==> config.mk <==
export PLATFORM = sky130hd
export DESIGN_NAME = leader_cluster_2d
export DESIGN_NICKNAME = d
export VERILOG_FILES = /design/src/rtl/lc2d_pkg.sv /design/src/rtl/lc2d_dp.sv /design/src/rtl/lc2d_ctrl.sv /design/src/rtl/leader_cluster_2d.sv
export SDC_FILE = /design/constraint.sdc
export NUM_CORES = 2
export LEC_CHECK = 0
export ABC_AREA = 1
export BUFFER_PORTS_ARGS = -buffer_cell sky130_fd_sc_hd__buf_2
export CORE_MARGIN = 2
export CORE_UTILIZATION = 30
export DETAILED_ROUTE_END_ITERATION = 7
export HOLD_SLACK_MARGIN = 0.1
export PLACE_DENSITY = 0.45
export RECOVER_POWER = 50
export SLEW_MARGIN = 25
export SYNTH_ARGS = -nofsm -noshare
export SYNTH_HDL_FRONTEND = slang
export SYNTH_SLANG_ARGS = --single-unit
==> constraint.sdc <==
create_clock -name i_clk -period 5.7 [get_ports i_clk]
set_clock_uncertainty 0.1 [all_clocks]
set_input_delay 0.57 -clock i_clk [delete_from_list [all_inputs] [get_ports i_clk]]
set_output_delay 0.57 -clock i_clk [all_outputs]
set_load 0.02 [all_outputs]
==> src/rtl/lc2d_pkg.sv <==
`timescale 1ns / 1ps
// ---------------------------------------------------------------------------
// lc2d_pkg
// Shared types and constants of the leader clustering block.
// ---------------------------------------------------------------------------
package lc2d_pkg;

    localparam int MAX_POINTS_DEF = 32;
    localparam int PT_AW          = 5;   // widest point address
    localparam int COORD_W        = 32;
    localparam int THR_W          = 31;
    localparam int IDX_W          = 5;
    localparam int VAL_W          = 6;
    localparam int CFG_IDX_W      = 1;

    localparam logic [CFG_IDX_W-1:0] REG_THRESHOLD  = 1'd0;
    localparam logic [CFG_IDX_W-1:0] REG_EMIT_SIZES = 1'd1;

    localparam logic KIND_LABEL = 1'b0;
    localparam logic KIND_SIZE  = 1'b1;

    typedef struct packed {
        logic             store;     // write incoming point
        logic [PT_AW-1:0] addr;      // point / cluster address
        logic             seed_lbl;  // give seed its label
        logic             seed_ld;   // latch seed coordinates
        logic             cmp;       // test point against seed
        logic             push_lbl;  // load label result
        logic             push_size; // load size result
        logic             push_last; // result ends the run
        logic             clear;     // drop the set
    } t_cmd;

    typedef struct packed {
        logic [PT_AW:0] cnt;         // stored points
        logic [PT_AW:0] clu;         // clusters opened
        logic           out_free;    // output register can take a result
    } t_stat;

endpackage

==> src/rtl/lc2d_dp.sv <==
`timescale 1ns / 1ps
// ---------------------------------------------------------------------------
// lc2d_dp
// Point stores, label and size arrays, seed compare and output register.
// ---------------------------------------------------------------------------
module lc2d_dp #(
    parameter int MAX_POINTS = lc2d_pkg::MAX_POINTS_DEF
) (
    input  logic                              i_clk,
    input  logic                              i_rst_n,
    input  lc2d_pkg::t_cmd                    i_cmd,
    output lc2d_pkg::t_stat                   o_stat,
    input  logic signed [lc2d_pkg::COORD_W-1:0] i_x,
    input  logic signed [lc2d_pkg::COORD_W-1:0] i_y,
    input  logic [lc2d_pkg::THR_W-1:0]        i_thr,
    input  logic                              i_m_ready,
    output logic                              o_m_valid,
    output logic                              o_kind,
    output logic [lc2d_pkg::IDX_W-1:0]        o_index,
    output logic [lc2d_pkg::VAL_W-1:0]        o_value,
    output logic                              o_ovf,
    output logic                              o_last
);
    localparam int AW = (MAX_POINTS > 1) ? $clog2(MAX_POINTS) : 1;
    localparam int CW = $clog2(MAX_POINTS + 1);

    logic signed [lc2d_pkg::COORD_W-1:0] r_xm [MAX_POINTS];
    logic signed [lc2d_pkg::COORD_W-1:0] r_ym [MAX_POINTS];
    logic signed [lc2d_pkg::COORD_W-1:0] r_rd_x, r_rd_y, r_sx, r_sy;
    logic [CW-1:0] r_lbl  [MAX_POINTS];
    logic [CW-1:0] r_size [MAX_POINTS];
    logic [CW-1:0] r_cnt, r_clu, r_seed;
    logic          r_drop;
    logic          r_ov;

    logic [AW-1:0] w_addr, w_sidx;
    logic [CW-1:0] w_lbl, w_new, w_size;
    logic signed [lc2d_pkg::COORD_W:0] w_dx, w_dy;
    logic [lc2d_pkg::COORD_W:0] w_ax, w_ay;
    logic w_near, w_join, w_room;

    assign w_addr = i_cmd.addr[AW-1:0];
    assign w_lbl  = r_lbl[w_addr];
    assign w_new  = r_clu + CW'(1);
    assign w_room = (r_cnt < CW'(MAX_POINTS));

    // both coordinates sign-extended to 33 bits: difference never wraps
    assign w_dx = {r_rd_x[lc2d_pkg::COORD_W-1], r_rd_x} - {r_sx[lc2d_pkg::COORD_W-1], r_sx};
    assign w_dy = {r_rd_y[lc2d_pkg::COORD_W-1], r_rd_y} - {r_sy[lc2d_pkg::COORD_W-1], r_sy};
    assign w_ax = w_dx[lc2d_pkg::COORD_W] ? unsigned'(-w_dx) : unsigned'(w_dx);
    assign w_ay = w_dy[lc2d_pkg::COORD_W] ? unsigned'(-w_dy) : unsigned'(w_dy);
    assign w_near = (w_ax <= {2'b00, i_thr}) && (w_ay <= {2'b00, i_thr});
    assign w_join = i_cmd.cmp && (w_lbl == '0) && w_near;

    // single size-array read port: output address, or the cluster being counted
    always_comb begin
        if (i_cmd.push_size) begin
            w_sidx = w_addr;
        end else if (i_cmd.seed_lbl) begin
            w_sidx = r_clu[AW-1:0];
        end else begin
            w_sidx = AW'(r_seed - CW'(1));
        end
    end
    assign w_size = r_size[w_sidx];

    always_ff @(posedge i_clk) begin
        if (i_cmd.store && w_room) begin
            r_xm[r_cnt[AW-1:0]] <= i_x;
            r_ym[r_cnt[AW-1:0]] <= i_y;
        end
        r_rd_x <= r_xm[w_addr];
        r_rd_y <= r_ym[w_addr];
        if (i_cmd.seed_ld) begin
            r_sx <= r_rd_x;
            r_sy <= r_rd_y;
        end
    end

    always_ff @(posedge i_clk) begin
        if (!i_rst_n || i_cmd.clear) begin
            for (int k = 0; k < MAX_POINTS; k++) begin
                r_lbl[k]  <= '0;
                r_size[k] <= '0;
            end
            r_cnt  <= '0;
            r_clu  <= '0;
            r_drop <= 1'b0;
            r_seed <= '0;
        end else begin
            if (i_cmd.store) begin
                if (w_room) begin
                    r_cnt <= r_cnt + CW'(1);
                end else begin
                    r_drop <= 1'b1;
                end
            end
            if (i_cmd.seed_lbl) begin
                if (w_lbl == '0) begin
                    r_lbl[w_addr] <= w_new;
                    r_clu         <= w_new;
                    r_seed        <= w_new;
                    r_size[w_sidx] <= w_size + CW'(1);
                end else begin
                    r_seed <= w_lbl;
                end
            end
            if (w_join) begin
                r_lbl[w_addr]  <= r_seed;
                r_size[w_sidx] <= w_size + CW'(1);
            end
        end
    end

    // output register
    always_ff @(posedge i_clk) begin
        if (!i_rst_n) begin
            r_ov <= 1'b0;
        end else if (i_cmd.push_lbl || i_cmd.push_size) begin
            r_ov <= 1'b1;
        end else if (i_m_ready) begin
            r_ov <= 1'b0;
        end
    end

    always_ff @(posedge i_clk) begin
        if (i_cmd.push_lbl || i_cmd.push_size) begin
            o_kind  <= i_cmd.push_size ? lc2d_pkg::KIND_SIZE : lc2d_pkg::KIND_LABEL;
            o_index <= lc2d_pkg::IDX_W'(w_addr);
            o_value <= lc2d_pkg::VAL_W'(i_cmd.push_size ? w_size : w_lbl);
            o_ovf   <= r_drop;
            o_last  <= i_cmd.push_last;
        end
    end

    assign o_m_valid       = r_ov;
    assign o_stat.cnt      = (lc2d_pkg::PT_AW + 1)'(r_cnt);
    assign o_stat.clu      = (lc2d_pkg::PT_AW + 1)'(r_clu);
    assign o_stat.out_free = !r_ov || i_m_ready;
endmodule

==> src/rtl/lc2d_ctrl.sv <==
`timescale 1ns / 1ps
// ---------------------------------------------------------------------------
// lc2d_ctrl
// Sequencer: load, seed-versus-rest scan, result emission, clear.
// ---------------------------------------------------------------------------
module lc2d_ctrl #(
    parameter int MAX_POINTS = lc2d_pkg::MAX_POINTS_DEF
) (
    input  logic            i_clk,
    input  logic            i_rst_n,
    input  logic            i_s_valid,
    input  logic            i_s_last,
    output logic            o_s_ready,
    input  logic            i_emit_sizes,
    input  lc2d_pkg::t_stat i_stat,
    output lc2d_pkg::t_cmd  o_cmd
);
    localparam int CW = $clog2(MAX_POINTS + 1);

    localparam logic [2:0] S_LOAD  = 3'd0;
    localparam logic [2:0] S_SEED  = 3'd1;
    localparam logic [2:0] S_LATCH = 3'd2;
    localparam logic [2:0] S_RDJ   = 3'd3;
    localparam logic [2:0] S_CMP   = 3'd4;
    localparam logic [2:0] S_OUTL  = 3'd5;
    localparam logic [2:0] S_OUTS  = 3'd6;
    localparam logic [2:0] S_CLR   = 3'd7;

    logic [2:0]    r_st, n_st;
    logic [CW-1:0] r_i, n_i, r_j, n_j, r_e, n_e;
    logic [CW-1:0] w_n, w_c, w_i1, w_j1, w_e1;

    assign w_n  = CW'(i_stat.cnt);
    assign w_c  = CW'(i_stat.clu);
    assign w_i1 = r_i + CW'(1);
    assign w_j1 = r_j + CW'(1);
    assign w_e1 = r_e + CW'(1);
    assign o_s_ready = (r_st == S_LOAD);

    always_comb begin
        n_st  = r_st;
        n_i   = r_i;
        n_j   = r_j;
        n_e   = r_e;
        o_cmd = '0;
        case (r_st)
            S_LOAD: begin
                o_cmd.store = i_s_valid;
                if (i_s_valid && i_s_last) begin
                    n_i  = '0;
                    n_st = S_SEED;
                end
            end
            S_SEED: begin
                o_cmd.addr     = lc2d_pkg::PT_AW'(r_i);
                o_cmd.seed_lbl = 1'b1;
                n_st           = S_LATCH;
            end
            S_LATCH, S_CMP: begin
                o_cmd.seed_ld = (r_st == S_LATCH);
                o_cmd.cmp     = (r_st == S_CMP);
                o_cmd.addr    = lc2d_pkg::PT_AW'(r_st == S_LATCH ? r_i : r_j);
                n_j           = (r_st == S_LATCH) ? w_i1 : w_j1;
                if (n_j < w_n) begin
                    n_st = S_RDJ;
                end else if (w_i1 < w_n) begin
                    n_i  = w_i1;
                    n_st = S_SEED;
                end else begin
                    n_e  = '0;
                    n_st = S_OUTL;
                end
            end
            S_RDJ: begin
                o_cmd.addr = lc2d_pkg::PT_AW'(r_j);
                n_st       = S_CMP;
            end
            S_OUTL: begin
                o_cmd.addr = lc2d_pkg::PT_AW'(r_e);
                if (i_stat.out_free) begin
                    o_cmd.push_lbl  = 1'b1;
                    o_cmd.push_last = (w_e1 == w_n) && !i_emit_sizes;
                    n_e             = w_e1;
                    if (w_e1 == w_n) begin
                        n_e  = '0;
                        n_st = i_emit_sizes ? S_OUTS : S_CLR;
                    end
                end
            end
            S_OUTS: begin
                o_cmd.addr = lc2d_pkg::PT_AW'(r_e);
                if (i_stat.out_free) begin
                    o_cmd.push_size = 1'b1;
                    o_cmd.push_last = (w_e1 == w_c);
                    n_e             = w_e1;
                    if (w_e1 == w_c) begin
                        n_st = S_CLR;
                    end
                end
            end
            S_CLR: begin
                o_cmd.clear = 1'b1;
                n_st        = S_LOAD;
            end
            default: begin
                n_st = S_LOAD;
            end
        endcase
    end

    always_ff @(posedge i_clk) begin
        if (!i_rst_n) begin
            r_st <= S_LOAD;
            r_i  <= '0;
            r_j  <= '0;
            r_e  <= '0;
        end else begin
            r_st <= n_st;
            r_i  <= n_i;
            r_j  <= n_j;
            r_e  <= n_e;
        end
    end
endmodule

==> src/rtl/leader_cluster_2d.sv <==
`timescale 1ns / 1ps
// ---------------------------------------------------------------------------
// leader_cluster_2d
// Leader clustering of 2-D Q16.16 points under a per-axis threshold.
// ---------------------------------------------------------------------------
// Points stream in one per cycle while loading; the transaction with tlast set
// closes the set. Each point in index order is a seed (opening cluster N+1 if
// still unlabeled) and is compared against every later point: each pair takes
// one store read and one compare on 33-bit exact differences, after a seed
// label step and a seed latch step per seed. Clustering is followed by one
// result per cycle (labels, then sizes when enabled) as the sink takes them,
// then a clear step before s_axis_tready rises again. Points beyond MAX_POINTS
// are dropped and reported on every result of that set. Write configuration
// only while idle.
// ---------------------------------------------------------------------------
module leader_cluster_2d #(
    parameter int MAX_POINTS = lc2d_pkg::MAX_POINTS_DEF
) (
    input  logic        i_clk,
    input  logic        i_rst_n,
    // config: index 0 threshold (31 bits), index 1 emit_sizes (bit 0)
    input  logic                              i_cfg_we,
    input  logic [lc2d_pkg::CFG_IDX_W-1:0]    i_cfg_idx,
    input  logic [lc2d_pkg::THR_W-1:0]        i_cfg_data,
    // input points
    input  logic        s_axis_tvalid,
    output logic        s_axis_tready,
    input  logic [63:0] s_axis_tdata,   // [31:0] x_coord, [63:32] y_coord
    input  logic        s_axis_tlast,   // last_point
    // results
    output logic        m_axis_tvalid,
    input  logic        m_axis_tready,
    output logic [15:0] m_axis_tdata,   // [4:0] index, [10:5] value, rest zero
    output logic [1:0]  m_axis_tuser,   // [0] kind, [1] overflow
    output logic        m_axis_tlast    // last_result
);
    logic [lc2d_pkg::THR_W-1:0] r_thr;
    logic                       r_emit;
    lc2d_pkg::t_cmd             w_cmd;
    lc2d_pkg::t_stat            w_stat;
    logic [lc2d_pkg::IDX_W-1:0] w_index;
    logic [lc2d_pkg::VAL_W-1:0] w_value;
    logic                       w_kind, w_ovf;

    always_ff @(posedge i_clk) begin
        if (!i_rst_n) begin
            r_thr  <= '0;
            r_emit <= 1'b1;
        end else if (i_cfg_we) begin
            case (i_cfg_idx)
                lc2d_pkg::REG_THRESHOLD:  r_thr  <= i_cfg_data;
                lc2d_pkg::REG_EMIT_SIZES: r_emit <= i_cfg_data[0];
                default: ;
            endcase
        end
    end

    lc2d_ctrl #(.MAX_POINTS(MAX_POINTS)) u_ctrl (
        .i_clk        (i_clk),
        .i_rst_n      (i_rst_n),
        .i_s_valid    (s_axis_tvalid),
        .i_s_last     (s_axis_tlast),
        .o_s_ready    (s_axis_tready),
        .i_emit_sizes (r_emit),
        .i_stat       (w_stat),
        .o_cmd        (w_cmd)
    );

    lc2d_dp #(.MAX_POINTS(MAX_POINTS)) u_dp (
        .i_clk     (i_clk),
        .i_rst_n   (i_rst_n),
        .i_cmd     (w_cmd),
        .o_stat    (w_stat),
        .i_x       (signed'(s_axis_tdata[31:0])),
        .i_y       (signed'(s_axis_tdata[63:32])),
        .i_thr     (r_thr),
        .i_m_ready (m_axis_tready),
        .o_m_valid (m_axis_tvalid),
        .o_kind    (w_kind),
        .o_index   (w_index),
        .o_value   (w_value),
        .o_ovf     (w_ovf),
        .o_last    (m_axis_tlast)
    );

    assign m_axis_tdata = {5'b00000, w_value, w_index};
    assign m_axis_tuser = {w_ovf, w_kind};
endmodule

==> results by group <==
Yosys
  • Cell taking the most area after synthesis: edfxtp_1
  • Post-synth EDFFs: ~2500
  • Top_reg_cell synth: edfxtp_1
  • Sequential share of the synthesized area: 0.724
  • Post-synth cell types: between 50 and 60
  • FF+latch count, synth: 2647
  • Synth warn: 0
  • Synth top area cells: edfxtp_1 (70%), a22oi_1 (6.0%), nand2_1 (4.9%)
  • Syn Inst Count: 8253
  • Post-Syn Area per Cell: 13.1 sq um
  • Post-Synthesis Cell Area: 0.108 sq mm
  • Synth top area share: 0.699
  • Post-synthesis async set-or-reset flop share: 0

Timing
  • Final setup viols: 345
  • Worst Tran Pin Value: between 1 and 1.5 ns
  • RSZ-0062 raised after global routing: yes
  • Fin crit period: 5.77 ns
  • Max-slew headroom: 0.103
  • Pins Over Slew Limit: 0
  • Total negative slack: -8.19 ns
  • Setup ws final: -0.0668 ns
  • Tcrit/Tclk final: 1.01
  • Fin. Hold Viols: 0
  • Worst hold slack: around 0.15 ns
  • Fmax: 173 MHz

Critical path
  • Crit path DAT: 6.24 ns
  • CP peak stage delay: 0.41 ns
  • Nature of the critical path startpoint: register
  • CP required: 6.17 ns
  • Critical path class: register to register
  • Setup crit end kind: register
  • Slowest cell on crit path: edfxtp_1
  • Worst Path Max Fanout: 8

Detailed routing
  • Initial DRC count: 7328
  • Via count: 72600
  • DRT Pass-1 Iters: 6
  • Final wirelength: ~370000 microns
  • Wirelength per Cell: 26.5 microns
  • Vias per Instance: 5.18
  • Antenna viol nets, final: 0
  • Post-route DRC: 0

GRT
  • Grt ovf: 0
  • Largest net degree at the start of global routing: 144
  • Vias in the first global route: 71700
  • Initial antenna violation count: 38
  • Global-route wire length before repair: 525000 microns
  • Total global-route track usage: 0.198

Pwr
  • Pwr/cell area: 533 mW/mm^2
  • Leak pwr: 45.8 nW
  • VDD IR max: between 0.9 and 1 mV

Finish
  • Post-route cell area: 0.132 sq mm
  • # nets final: 9258
  • P&R area growth vs syn: 22.2%
  • Layout cell share with drive strength beyond 1: 0.181

Clock tree
  • Clock-pin slew on the worst setup and hold paths: 0.06 ns
  • Clk buf depth: 4
  • Num CTS Buffers: 294
  • Clk root buf: clkbuf_16
  • Clock Latency Late Sink: 0.93 ns
  • CTS tree: yes
  • H-tree depth: 5
  • TritonCTS Sinks: 2647

Outcome
  • Status: finished with violations
  • Failing checks: negative setup slack

Placed design
  • PortBufs: 117
  • Dpl cell area: 0.119 sq mm
  • GPL Wtd Cong: 0.847
  • DP HPWL: 208000 microns

Floorplan
  • Die area: ~0.36 sq mm
  • # rows: 220
  • # IOs: 123
  • Starting Density: 0.301
  • Core Region: 0.359 sq mm
  • Die Span X: 604 microns
  • Die height: 604 microns

Hold path
  • Worst Hold Class: primary input to register

Flow run
  • Maxcap violations: 0
[cell type report]
class                   instances  area, sq um
diodes                         15         37.5
flip-flops and latches       2647        78100
clock inverters               144         1270
clock buffers                 381         8000
inverters                     438         1680
fillers                     34400       227000
repair buffers                873         8030
well taps                    4773         5970
multi-input cells            4752        28700
[placed cells by master, fill, tap and decap left out, types with 16 or more instances in the layout]
| master | netlist | layout |
|---|---|---|
| a22o_1 | 116 | 116 |
| a2111oi_0 | 17 | 16 |
| nand2_4 | 3 | 81 |
| nand2_1 | 1418 | 1308 |
| nand3_1 | 152 | 139 |
| dfxtp_1 | 137 | 132 |
| a221oi_1 | 117 | 116 |
| buf_6 | 8 | 33 |
| nor3_1 | 53 | 46 |
| xor2_1 | 68 | 66 |
| ha_1 | 148 | 136 |
| a211oi_1 | 20 | 20 |
| dlygate4sd3_1 | 0 | 101 |
| nor2_2 | 23 | 107 |
| clkbuf_16 | 0 | 303 |
| o21ai_0 | 127 | 109 |
| clkinv_1 | 8 | 68 |
| nand2_2 | 65 | 71 |
| nor2_1 | 727 | 546 |
| nor2_4 | 0 | 97 |
| clkbuf_1 | 319 | 64 |
| buf_12 | 0 | 103 |
| inv_2 | 16 | 18 |
| xnor2_1 | 26 | 25 |
| a22oi_1 | 856 | 856 |
| o22ai_1 | 58 | 58 |
| clkinv_2 | 0 | 34 |
| nand2_8 | 0 | 26 |
| nand4_1 | 113 | 113 |
| buf_4 | 31 | 510 |
| edfxtp_1 | 2510 | 2510 |
| buf_2 | 34 | 117 |
| inv_1 | 414 | 404 |
| a21oi_1 | 501 | 486 |
| nor4_1 | 43 | 42 |
[where the power goes]
part | switching (W) | leakage, nW | internal [W] | total, W
registers | 0.000442 | 24.2 | 0.0223 | 0.0227
logic | 0.0191 | 17.1 | 0.00995 | 0.0290
clock network | 0.00792 | 4.52 | 0.0106 | 0.0185
[cell families after synthesis]
kind of cell | count (synthesis) | share of synthesized area
xor gates and xnor gates | 94 | 0.00763
buffers and inverters | 858 | 0.0319
and+or+nand+nor | 2643 | 0.102
adders and majority gates | 150 | 0.0175
DFF | 2647 | 0.724
AOI/OAI and AO/OA | 1860 | 0.117
other | 1 | 0.0000348
[state kept, by name (all words and copies together) (netlist names), 31 cells and up]
register,flops
u_dp.r_size,192
u_dp.r_ym,1024
r_thr,31
u_dp.r_xm,1024
u_dp.r_sx,32
u_dp.r_rd_x,32
u_dp.r_rd_y,32
u_dp.r_sy,32
u_dp.r_lbl,192
[critical path, delay by kind of cell, from the launching register on]
family / cells / cell delay (ns)
and+or+nand+nor: 20 / 1.96
buffers and inverters: 8 / 1.11
AOI/OAI and AO/OA: 5 / 0.78
DFF: 1 / 0.41
adders and majority gates: 3 / 0.85
xor gates and xnor gates: 1 / 0.20
[routing by layer]
layer	global-route usage	vias up	share of wire	wire length (microns)
met5	0	-	0.00031	115
met4	0.0473	18	0.023	8410
met3	0.0248	505	0.060	22200
met2	0.321	2469	0.46	172000
met1	0.281	37200	0.45	169000
li1	-	32300	-	-
[Yosys cell counts, types with 26 or more instances]
library cell,n
edfxtp_1,2510
nand2_1,1418
a22oi_1,856
nor2_1,727
a21oi_1,501
inv_1,414
clkbuf_1,319
nand3_1,152
ha_1,148
dfxtp_1,137
o21ai_0,127
a221oi_1,117
a22o_1,116
nand4_1,113
xor2_1,68
nand2_2,65
o22ai_1,58
nor3_1,53
nor4_1,43
buf_2,34
buf_4,31
buf_1,28
xnor2_1,26
[what timing repair did]
action,CTS,global route
resized for setup,251,341
cloned,3,1
hold endpoints to repair,2083,0
buffers inserted,24,4
hold buffers,101,0
endpoints found under the setup margin,768,768
pin swaps,44,42
[path summary, 6_finish.rpt]
kind / start / endpoint / slack, ns / depth (start not counted)
setup reg to reg: u_dp.r_sy[0]$_DFFE_PP_ / u_dp.r_lbl[31][3]$_SDFFCE_PN0P_ / -0.07 / 37
hold reg to reg: u_dp.r_drop$_SDFFE_PP0P_ / u_dp.o_ovf$_DFFE_PP_ / 0.33 / 0
hold / removal: i_rst_n / u_dp.o_m_valid$_SDFFE_PN0P_ / 0.15 / 4
setup / recovery: u_dp.r_sy[0]$_DFFE_PP_ / u_dp.r_lbl[31][3]$_SDFFCE_PN0P_ / -0.07 / 37
[metrics by stage]
step	power, W	util	worst slack, ns	cells
2_1_floorplan	0.0372	-	0.252	8257
3_3_place_gp	0.0506	0.332	-0.684	13400
3_5_place_dp	0.0506	0.332	-0.603	13400
4_1_cts	0.0700	0.364	-0.116	14000
5_1_grt	0.0740	0.368	-0.373	14000
6_report	0.0703	0.368	-0.0668	14000
No activity file was read; power rests on OpenSTA's default activity.
